**config.mk**
```make
export PLATFORM = sky130hd
export DESIGN_NAME = dust_sensor_frame_receiver_core
export DESIGN_NICKNAME = d
export VERILOG_FILES = /design/src/hdl/dsfr_pkg.sv /design/src/hdl/dust_sensor_frame_receiver_core.sv /design/src/hdl/dsfr_cell.sv
export SDC_FILE = /design/constraint.sdc
export NUM_CORES = 1
export LEC_CHECK = 0
export ABC_AREA = 1
export BUFFER_PORTS_ARGS = -buffer_cell sky130_fd_sc_hd__buf_2
export CORE_MARGIN = 1.5
export CORE_UTILIZATION = 50
export CTS_CLUSTER_SIZE = 16
export DETAILED_ROUTE_END_ITERATION = 10
export HOLD_SLACK_MARGIN = 0.05
export PLACE_DENSITY = 0.68
export SLEW_MARGIN = 0
export SYNTH_ARGS = -nofsm -noshare
export SYNTH_HDL_FRONTEND = slang
export SYNTH_SLANG_ARGS = --single-unit
```
**constraint.sdc**
```tcl
create_clock -name clock -period 9.2 [get_ports clock]
set_input_delay 1.84 -clock clock [delete_from_list [all_inputs] [get_ports clock]]
set_output_delay 1.84 -clock clock [all_outputs]
set_load 0.01 [all_outputs]
```
**src/hdl/dsfr_pkg.sv**
```systemverilog
`timescale 1ns / 1ps
package dsfr_pkg;

   localparam int FRAME_BYTES_DEFAULT = 32;
   localparam int HEADER_BYTES        = 2;
   localparam int CHECK_BYTES         = 2;
   localparam int MAX_WORDS           = 14;

   localparam int BYTE_W       = 8;
   localparam int WORD_INDEX_W = 4;
   localparam int WORD_VALUE_W = 16;
   localparam int SUM_W        = 16;
   localparam int CSR_INDEX_W  = 2;
   localparam int REQ_TDATA_W  = 8;
   localparam int RSP_TDATA_W  = 24;

   typedef enum logic [CSR_INDEX_W-1:0] {
      CSR_SYNC_FIRST  = 2'd0,
      CSR_SYNC_SECOND = 2'd1
   } csr_index_type;

   // shift controls shared by every storage cell
   typedef struct packed {
      logic load;   // take the byte from the upstream neighbour
      logic drain;  // take the byte two places upstream
   } dsfr_shift_type;

endpackage

```
**src/hdl/dust_sensor_frame_receiver_core.sv**
```systemverilog
`timescale 1ns / 1ps
// Channel | Direction | Handshake          | Payload
// req     | in        | req_tvalid/tready  | tdata[7:0] rx_byte
// rsp     | out       | rsp_tvalid/tready  | tdata[3:0] word_index, [19:4] word_value;
//         |           |                    | tuser frame_ok; tlast last_of_frame
// csr     | in        | csr_valid/ready    | csr_index register, csr_data value
//
// Every byte but the last of a frame is taken back to back.
// The last byte starts a burst of min((FRAME_BYTES-4)/2, 14) words, one per
// cycle out of the cell chain (one item on a checksum error); req_tready is
// low for the burst. rsp_tready low holds the burst; reset is synchronous and
// clears the control state and sync registers, the stored payload needs none.
module dust_sensor_frame_receiver_core
   import dsfr_pkg::*;
#(
   parameter int FRAME_BYTES = FRAME_BYTES_DEFAULT
)
(
   input  logic                     clock,
   input  logic                     reset,
   input  logic                     req_tvalid,
   output logic                     req_tready,
   input  logic [REQ_TDATA_W-1:0]   req_tdata,   // [7:0] rx_byte
   output logic                     rsp_tvalid,
   input  logic                     rsp_tready,
   output logic [RSP_TDATA_W-1:0]   rsp_tdata,   // [3:0] word_index, [19:4] word_value
   output logic                     rsp_tuser,   // [0] frame_ok
   output logic                     rsp_tlast,   // last_of_frame
   input  logic                     csr_valid,
   output logic                     csr_ready,
   input  logic [CSR_INDEX_W-1:0]   csr_index,
   input  logic [BYTE_W-1:0]        csr_data
);

   localparam int PAYLOAD_BYTES = FRAME_BYTES - HEADER_BYTES - CHECK_BYTES;
   localparam int WORDS = (PAYLOAD_BYTES / 2 > MAX_WORDS) ? MAX_WORDS : PAYLOAD_BYTES / 2;
   localparam int STORE_BYTES = 2 * WORDS;
   localparam int CNT_W = $clog2(FRAME_BYTES);

   typedef enum logic [1:0] {
      HUNT_FIRST,
      HUNT_SECOND,
      COLLECT,
      EMIT
   } state_type;

   state_type                 state_ff, state_in;
   logic [CNT_W-1:0]          cnt_ff, cnt_in;
   logic [SUM_W-1:0]          sum_ff, sum_in;
   logic [BYTE_W-1:0]         chk_hi_ff, chk_hi_in;
   logic                      err_ff, err_in;
   logic [WORD_INDEX_W-1:0]   word_ff, word_in;
   logic [BYTE_W-1:0]         sync_first_ff, sync_first_in;
   logic [BYTE_W-1:0]         sync_second_ff, sync_second_in;
   logic                      rsp_valid_ff, rsp_valid_in;
   logic [WORD_INDEX_W-1:0]   rsp_index_ff, rsp_index_in;
   logic [WORD_VALUE_W-1:0]   rsp_value_ff, rsp_value_in;
   logic                      rsp_ok_ff, rsp_ok_in;
   logic                      rsp_last_ff, rsp_last_in;

   logic                      take;
   logic                      slot_free;
   logic [BYTE_W-1:0]         rx_byte;
   dsfr_shift_type            shift;
   logic [BYTE_W-1:0]         cell_q [STORE_BYTES];

   assign rx_byte    = req_tdata[BYTE_W-1:0];
   assign req_tready = (state_ff != EMIT);
   assign take       = req_tvalid && req_tready;
   assign slot_free  = !rsp_valid_ff || rsp_tready;
   assign csr_ready  = 1'b1;

   // payload byte enters the chain while still inside the stored window
   assign shift.load  = take && (state_ff == COLLECT)
                        && (cnt_ff >= CNT_W'(HEADER_BYTES))
                        && (cnt_ff < CNT_W'(HEADER_BYTES + STORE_BYTES));
   assign shift.drain = (state_ff == EMIT) && slot_free && !err_ff;

   generate
      for (genvar i = 0; i < STORE_BYTES; i++) begin : g_cell
         logic [BYTE_W-1:0] near_byte;
         logic [BYTE_W-1:0] far_byte;
         if (i == STORE_BYTES - 1) begin : g_tail
            assign near_byte = rx_byte;
            assign far_byte  = '0;
         end else if (i == STORE_BYTES - 2) begin : g_next
            assign near_byte = cell_q[i+1];
            assign far_byte  = '0;
         end else begin : g_body
            assign near_byte = cell_q[i+1];
            assign far_byte  = cell_q[i+2];
         end
         dsfr_cell u_cell (
            .clock     (clock),
            .shift     (shift),
            .near_byte (near_byte),
            .far_byte  (far_byte),
            .cell_byte (cell_q[i])
         );
      end
   endgenerate

   always_comb begin
      state_in       = state_ff;
      cnt_in         = cnt_ff;
      sum_in         = sum_ff;
      chk_hi_in      = chk_hi_ff;
      err_in         = err_ff;
      word_in        = word_ff;
      sync_first_in  = sync_first_ff;
      sync_second_in = sync_second_ff;
      rsp_valid_in   = rsp_valid_ff && !rsp_tready;
      rsp_index_in   = rsp_index_ff;
      rsp_value_in   = rsp_value_ff;
      rsp_ok_in      = rsp_ok_ff;
      rsp_last_in    = rsp_last_ff;

      if (csr_valid && csr_ready) begin
         unique case (csr_index)
            CSR_SYNC_FIRST:  sync_first_in  = csr_data;
            CSR_SYNC_SECOND: sync_second_in = csr_data;
            default: ;
         endcase
      end

      unique case (state_ff)
         HUNT_FIRST: begin
            if (take && rx_byte == sync_first_ff) begin
               state_in = HUNT_SECOND;
            end
         end
         HUNT_SECOND: begin
            if (take) begin
               if (rx_byte == sync_second_ff) begin
                  state_in = COLLECT;
                  cnt_in   = CNT_W'(HEADER_BYTES);
                  sum_in   = SUM_W'(sync_first_ff) + SUM_W'(sync_second_ff);
               end else if (rx_byte != sync_first_ff) begin
                  state_in = HUNT_FIRST;
               end
            end
         end
         COLLECT: begin
            if (take) begin
               priority if (cnt_ff < CNT_W'(FRAME_BYTES - CHECK_BYTES)) begin
                  sum_in = sum_ff + SUM_W'(rx_byte);
                  cnt_in = cnt_ff + CNT_W'(1);
               end else if (cnt_ff == CNT_W'(FRAME_BYTES - CHECK_BYTES)) begin
                  chk_hi_in = rx_byte;
                  cnt_in    = cnt_ff + CNT_W'(1);
               end else begin
                  state_in = EMIT;
                  err_in   = ({chk_hi_ff, rx_byte} != sum_ff);
                  word_in  = '0;
               end
            end
         end
         EMIT: begin
            if (slot_free) begin
               rsp_valid_in = 1'b1;
               if (err_ff) begin
                  rsp_index_in = '0;
                  rsp_value_in = '0;
                  rsp_ok_in    = 1'b0;
                  rsp_last_in  = 1'b1;
                  state_in     = HUNT_FIRST;
               end else begin
                  rsp_index_in = word_ff;
                  rsp_value_in = {cell_q[0], cell_q[1]};
                  rsp_ok_in    = 1'b1;
                  rsp_last_in  = (word_ff == WORD_INDEX_W'(WORDS - 1));
                  word_in      = word_ff + WORD_INDEX_W'(1);
                  if (word_ff == WORD_INDEX_W'(WORDS - 1)) begin
                     state_in = HUNT_FIRST;
                  end
               end
            end
         end
         default: state_in = HUNT_FIRST;
      endcase
   end

   always_ff @(posedge clock) begin
      if (reset) begin
         state_ff       <= HUNT_FIRST;
         cnt_ff         <= '0;
         sum_ff         <= '0;
         chk_hi_ff      <= '0;
         err_ff         <= 1'b0;
         word_ff        <= '0;
         sync_first_ff  <= 8'h42;
         sync_second_ff <= 8'h4D;
         rsp_valid_ff   <= 1'b0;
      end else begin
         state_ff       <= state_in;
         cnt_ff         <= cnt_in;
         sum_ff         <= sum_in;
         chk_hi_ff      <= chk_hi_in;
         err_ff         <= err_in;
         word_ff        <= word_in;
         sync_first_ff  <= sync_first_in;
         sync_second_ff <= sync_second_in;
         rsp_valid_ff   <= rsp_valid_in;
      end
      rsp_index_ff <= rsp_index_in;
      rsp_value_ff <= rsp_value_in;
      rsp_ok_ff    <= rsp_ok_in;
      rsp_last_ff  <= rsp_last_in;
   end

   assign rsp_tvalid = rsp_valid_ff;
   assign rsp_tdata  = {{(RSP_TDATA_W - WORD_INDEX_W - WORD_VALUE_W){1'b0}},
                        rsp_value_ff, rsp_index_ff};
   assign rsp_tuser  = rsp_ok_ff;
   assign rsp_tlast  = rsp_last_ff;

endmodule

```
**src/hdl/dsfr_cell.sv**
```systemverilog
`timescale 1ns / 1ps
module dsfr_cell
   import dsfr_pkg::*;
(
   input  logic                clock,
   input  dsfr_shift_type      shift,
   input  logic [BYTE_W-1:0]   near_byte,
   input  logic [BYTE_W-1:0]   far_byte,
   output logic [BYTE_W-1:0]   cell_byte
);

   logic [BYTE_W-1:0] byte_ff;
   logic [BYTE_W-1:0] byte_in;

   always_comb begin
      priority if (shift.load) begin
         byte_in = near_byte;
      end else if (shift.drain) begin
         byte_in = far_byte;
      end else begin
         byte_in = byte_ff;
      end
   end

   always_ff @(posedge clock) begin
      byte_ff <= byte_in;
   end

   assign cell_byte = byte_ff;

endmodule

```
==> results.sh <==
export IMPL_met2_usage_pct=26.3
export IMPL_synth_top_area_share_pct=52.7
export IMPL_start_util_pct=50.6
export IMPL_tightest_slew_ns=1.22
export IMPL_yosys_register_bits=299
export IMPL_ys_top_cells_by_area="edfxtp_1, dfxtp_1, nand2_1"
export IMPL_io_buffer_count=46
export IMPL_finalWirelength_microns=22700
export IMPL_fmax_mhz=224
export IMPL_core_area_sq_um=27700
export IMPL_ctsResizeCount=0
export IMPL_yosysUniqueCellTypes=41
export IMPL_fin_area_sq_um=15300
export IMPL_drt_vias_per_instance=4.89
export IMPL_multi_input_area_sq_um=4490
export IMPL_fillCellCount=2435
export IMPL_power_switching_w=0.000545
export IMPL_synthMuxAreaShare_pct=0.562
export IMPL_use_met3_pct=2.22
export IMPL_grt_pass1_wl_microns=38800
export IMPL_synth_compound_area_share_pct=12.1
export IMPL_use_met1_pct=22.1
export IMPL_drc=0
export IMPL_power_frac_seq_pct=54.8
export IMPL_yosys_area_share_simple_pct=15.6
export IMPL_clockBufferDepth=3
export IMPL_pwr_share_clk_pct=42.3
export IMPL_place_inst=1812
export IMPL_drt_iter0_drc=773
export IMPL_grt_setup_unrepaired="false"
export IMPL_num_nets_final=1511
export IMPL_critPathTopFamily="simple AND/OR/NAND/NOR gates"
export IMPL_synth_edf_count=246
export IMPL_area_growth_pct=9.28
export IMPL_antenna_found_initial=0
export IMPL_period_needed_ns=4.46
export IMPL_power_frac_comb_pct=2.9
export IMPL_placed_cell_area_sq_um=14400
export IMPL_post_cts_buffers=0
export IMPL_path_class="input pin to register"
export IMPL_ys_async_sr_fraction_pct=0
export IMPL_required_ns=9.38
export IMPL_critPathLaunchType="input pin"
export IMPL_arrival_ns=4.64
export IMPL_root_buffer="clkbuf_16"
export IMPL_hold_buffers=0
export IMPL_crit_chain="buf_2 > inv_1 > nand2_1 > inv_1 > nor2_2 > nand2_1 > nand2_4 > buf_12"
export IMPL_ys_seq_area_share_pct=60.2
export IMPL_dr_total_vias=9132
export IMPL_vdd_drop_max_uv=129
export IMPL_antenna_cells=0
export IMPL_finalSetupViolCount=0
export IMPL_yosysTopAreaCell="edfxtp_1"
export IMPL_setup_tns_ns=0
export IMPL_clock_sinks=299
export IMPL_gp_congestion=0.850
export IMPL_relSlewSlack_pct=19.0
export IMPL_drt_pass1_iter_count=5
export IMPL_row_count=61
export IMPL_drtAntennaViolNets=0
export IMPL_clock_latency_ns=0.55
export IMPL_synthXorXnorAreaFrac_pct=1.37
export IMPL_grt_max_degree=242
export IMPL_drv_cap=0
export IMPL_finalCritPeriodShare_pct=48.5
export IMPL_final_hold_viol_count=0
export IMPL_final_cells=1868
export IMPL_synthAdderAreaFrac_pct=2.07
export IMPL_tritoncts="built"
export IMPL_synthFlopType="edfxtp_1"
export IMPL_track_usage_pct=16.0
export IMPL_synth_area_sq_um=14000
export IMPL_cts_inserted_buffers=30
export IMPL_powerDensity_nw_per_um2=173
export IMPL_overflow=0
export IMPL_worstPathMaxFanout=173
export IMPL_yosysWarnings=0
export IMPL_cp_end_kind="register"
export IMPL_layout_drive_gt1_share_pct=10.9
export IMPL_die_h_microns=171
export IMPL_hold_path_class="register to register"
export IMPL_dp_hpwl_microns=14000
export IMPL_status="completed"
export IMPL_sw_frac_of_total_pct=20.5
export IMPL_drv_slew=0
export IMPL_clock_skew_ns=0.0146
export IMPL_busiest_layer="met2"
export IMPL_p_leak_nw=6.40
export IMPL_syn_avg_cell_area_sq_um=9.69
export IMPL_crit_slowest_cell="nor2_2"
export IMPL_wl_per_cell_microns=12.2
export IMPL_synthCells=1448
export IMPL_seq_area_sq_um=8450
export IMPL_totalPowerFinal_w=0.00266
export IMPL_p_int_w=0.00211
export IMPL_htreeDepth=1
export IMPL_die_w_microns=171
export IMPL_path_buf_inv=4
export IMPL_slowest_delay_ns=0.86
export IMPL_grt_pass1_vias=8521
export IMPL_io_pins=52
export IMPL_path_clk_slew_ns=0.06
export IMPL_synth_top_family_by_area="simple AND/OR/NAND/NOR gates"
export IMPL_die_area_sq_um=29100
path summary, 6_finish.rpt:
path	startpoint	endpoint	slack, ns	cells after the start
worst max-delay path	rsp_tready	g_cell[26].u_cell.cell_byte[5]$_SDFFCE_PN0P_	4.74	8
worst min-delay path	sum_ff[2]$_SDFFE_PP0P_	sum_ff[2]$_SDFFE_PP0P_	0.47	2
worst max register to register	cnt_ff[0]$_SDFFE_PP0P_	g_cell[15].u_cell.cell_byte[3]$_DFFE_PP_	5.27	7
worst min register to register	sum_ff[2]$_SDFFE_PP0P_	sum_ff[2]$_SDFFE_PP0P_	0.47	2
per-stage QoR:
step | setup WS (ns) | hold slack [ns] | util, %
2_1_floorplan | 0.818 | 0.448 | -
3_3_place_gp | 4.21 | 0.457 | 52.1
3_5_place_dp | 4.14 | 0.463 | 52.1
4_1_cts | 4.72 | 0.473 | 55.3
5_1_grt | 4.39 | 0.495 | 55.3
6_report | 4.74 | 0.472 | 55.3
Yosys cell counts, drive strengths merged (7+ instances only):
library cell	n
nor2	213
xnor2	10
clkbuf	23
ha	20
nand3	53
mux2	7
edfxtp	246
nand2	264
inv	193
xor2	12
a21oi	133
o21ai	141
buf	44
dfxtp	53
layer usage:
metal	share of wire (%)	wire, microns	vias to the layer above
met3	3.7	841	43
met4	2.5	557	0
met2	45	10100	137
met5	0	0	-
li1	-	-	4820
met1	49	11200	4132
sequential cells by signal, summed over array words and instances (netlist names), 4 cells and up, named ones only:
name	flops
rsp_value_ff	16
chk_hi_ff	8
rsp_index_ff	4
cnt_ff	5
sync_second_ff	8
word_ff	4
sum_ff	16
sync_first_ff	8
g_cell.u_cell.cell_byte	224
worst register-to-register path, delay by kind of cell, from the launching register on:
family	cells	cell delay [ns]
buf+inv	3	1.92
fa+ha+maj	1	0.21
compound gates	2	0.89
flops	1	0.44
simple gates	1	0.18
power by group through the flow:
stage                     Sequential (W)  Clock [W]  Combinational [W]
after global placement           0.00148          0          0.0000760
after floorplan                  0.00148          0          0.0000566
after global routing             0.00146    0.00120          0.0000904
after CTS                        0.00146    0.00115          0.0000777
final                            0.00146    0.00112          0.0000780
after detailed placement         0.00148          0          0.0000771
cell usage in the layout, fill, tap and decap left out, drive strengths merged, types with 3 or more instances in the layout:
cell type  synthesis  layout
xor2              12      12
clkbuf            23      40
buf               44      50
mux2               7       7
inv              193     194
nor2             213     213
dfxtp             53      53
a221oi             3       3
conb               2       5
clkinv             0      14
a21oi            133     133
o22ai              4       4
o21ai            141     141
nand2            264     264
ha                20      20
xnor2             10      10
nand4              6       6
nand3             53      53
nor3               6       6
edfxtp           246     246
cell families (layout without fill, tap and decap cells):
kind of cell | count (synthesis) | count (layout)
other cells | 2 | 5
buf+inv | 260 | 299
mux | 7 | 7
xor+xnor | 22 | 22
flops | 299 | 299
compound gates | 288 | 288
fa+ha+maj | 22 | 22
simple gates | 548 | 548
cell type report:
type	instances	share of cell area, %
clock buffers	40	5.21
clock inverters	16	0.710
inverters	193	4.73
multi-input cells	892	29.3
flip-flops and latches	299	55.1
well taps	378	3.08
repair buffers	50	1.86
Power figures use the tool's default switching activity.
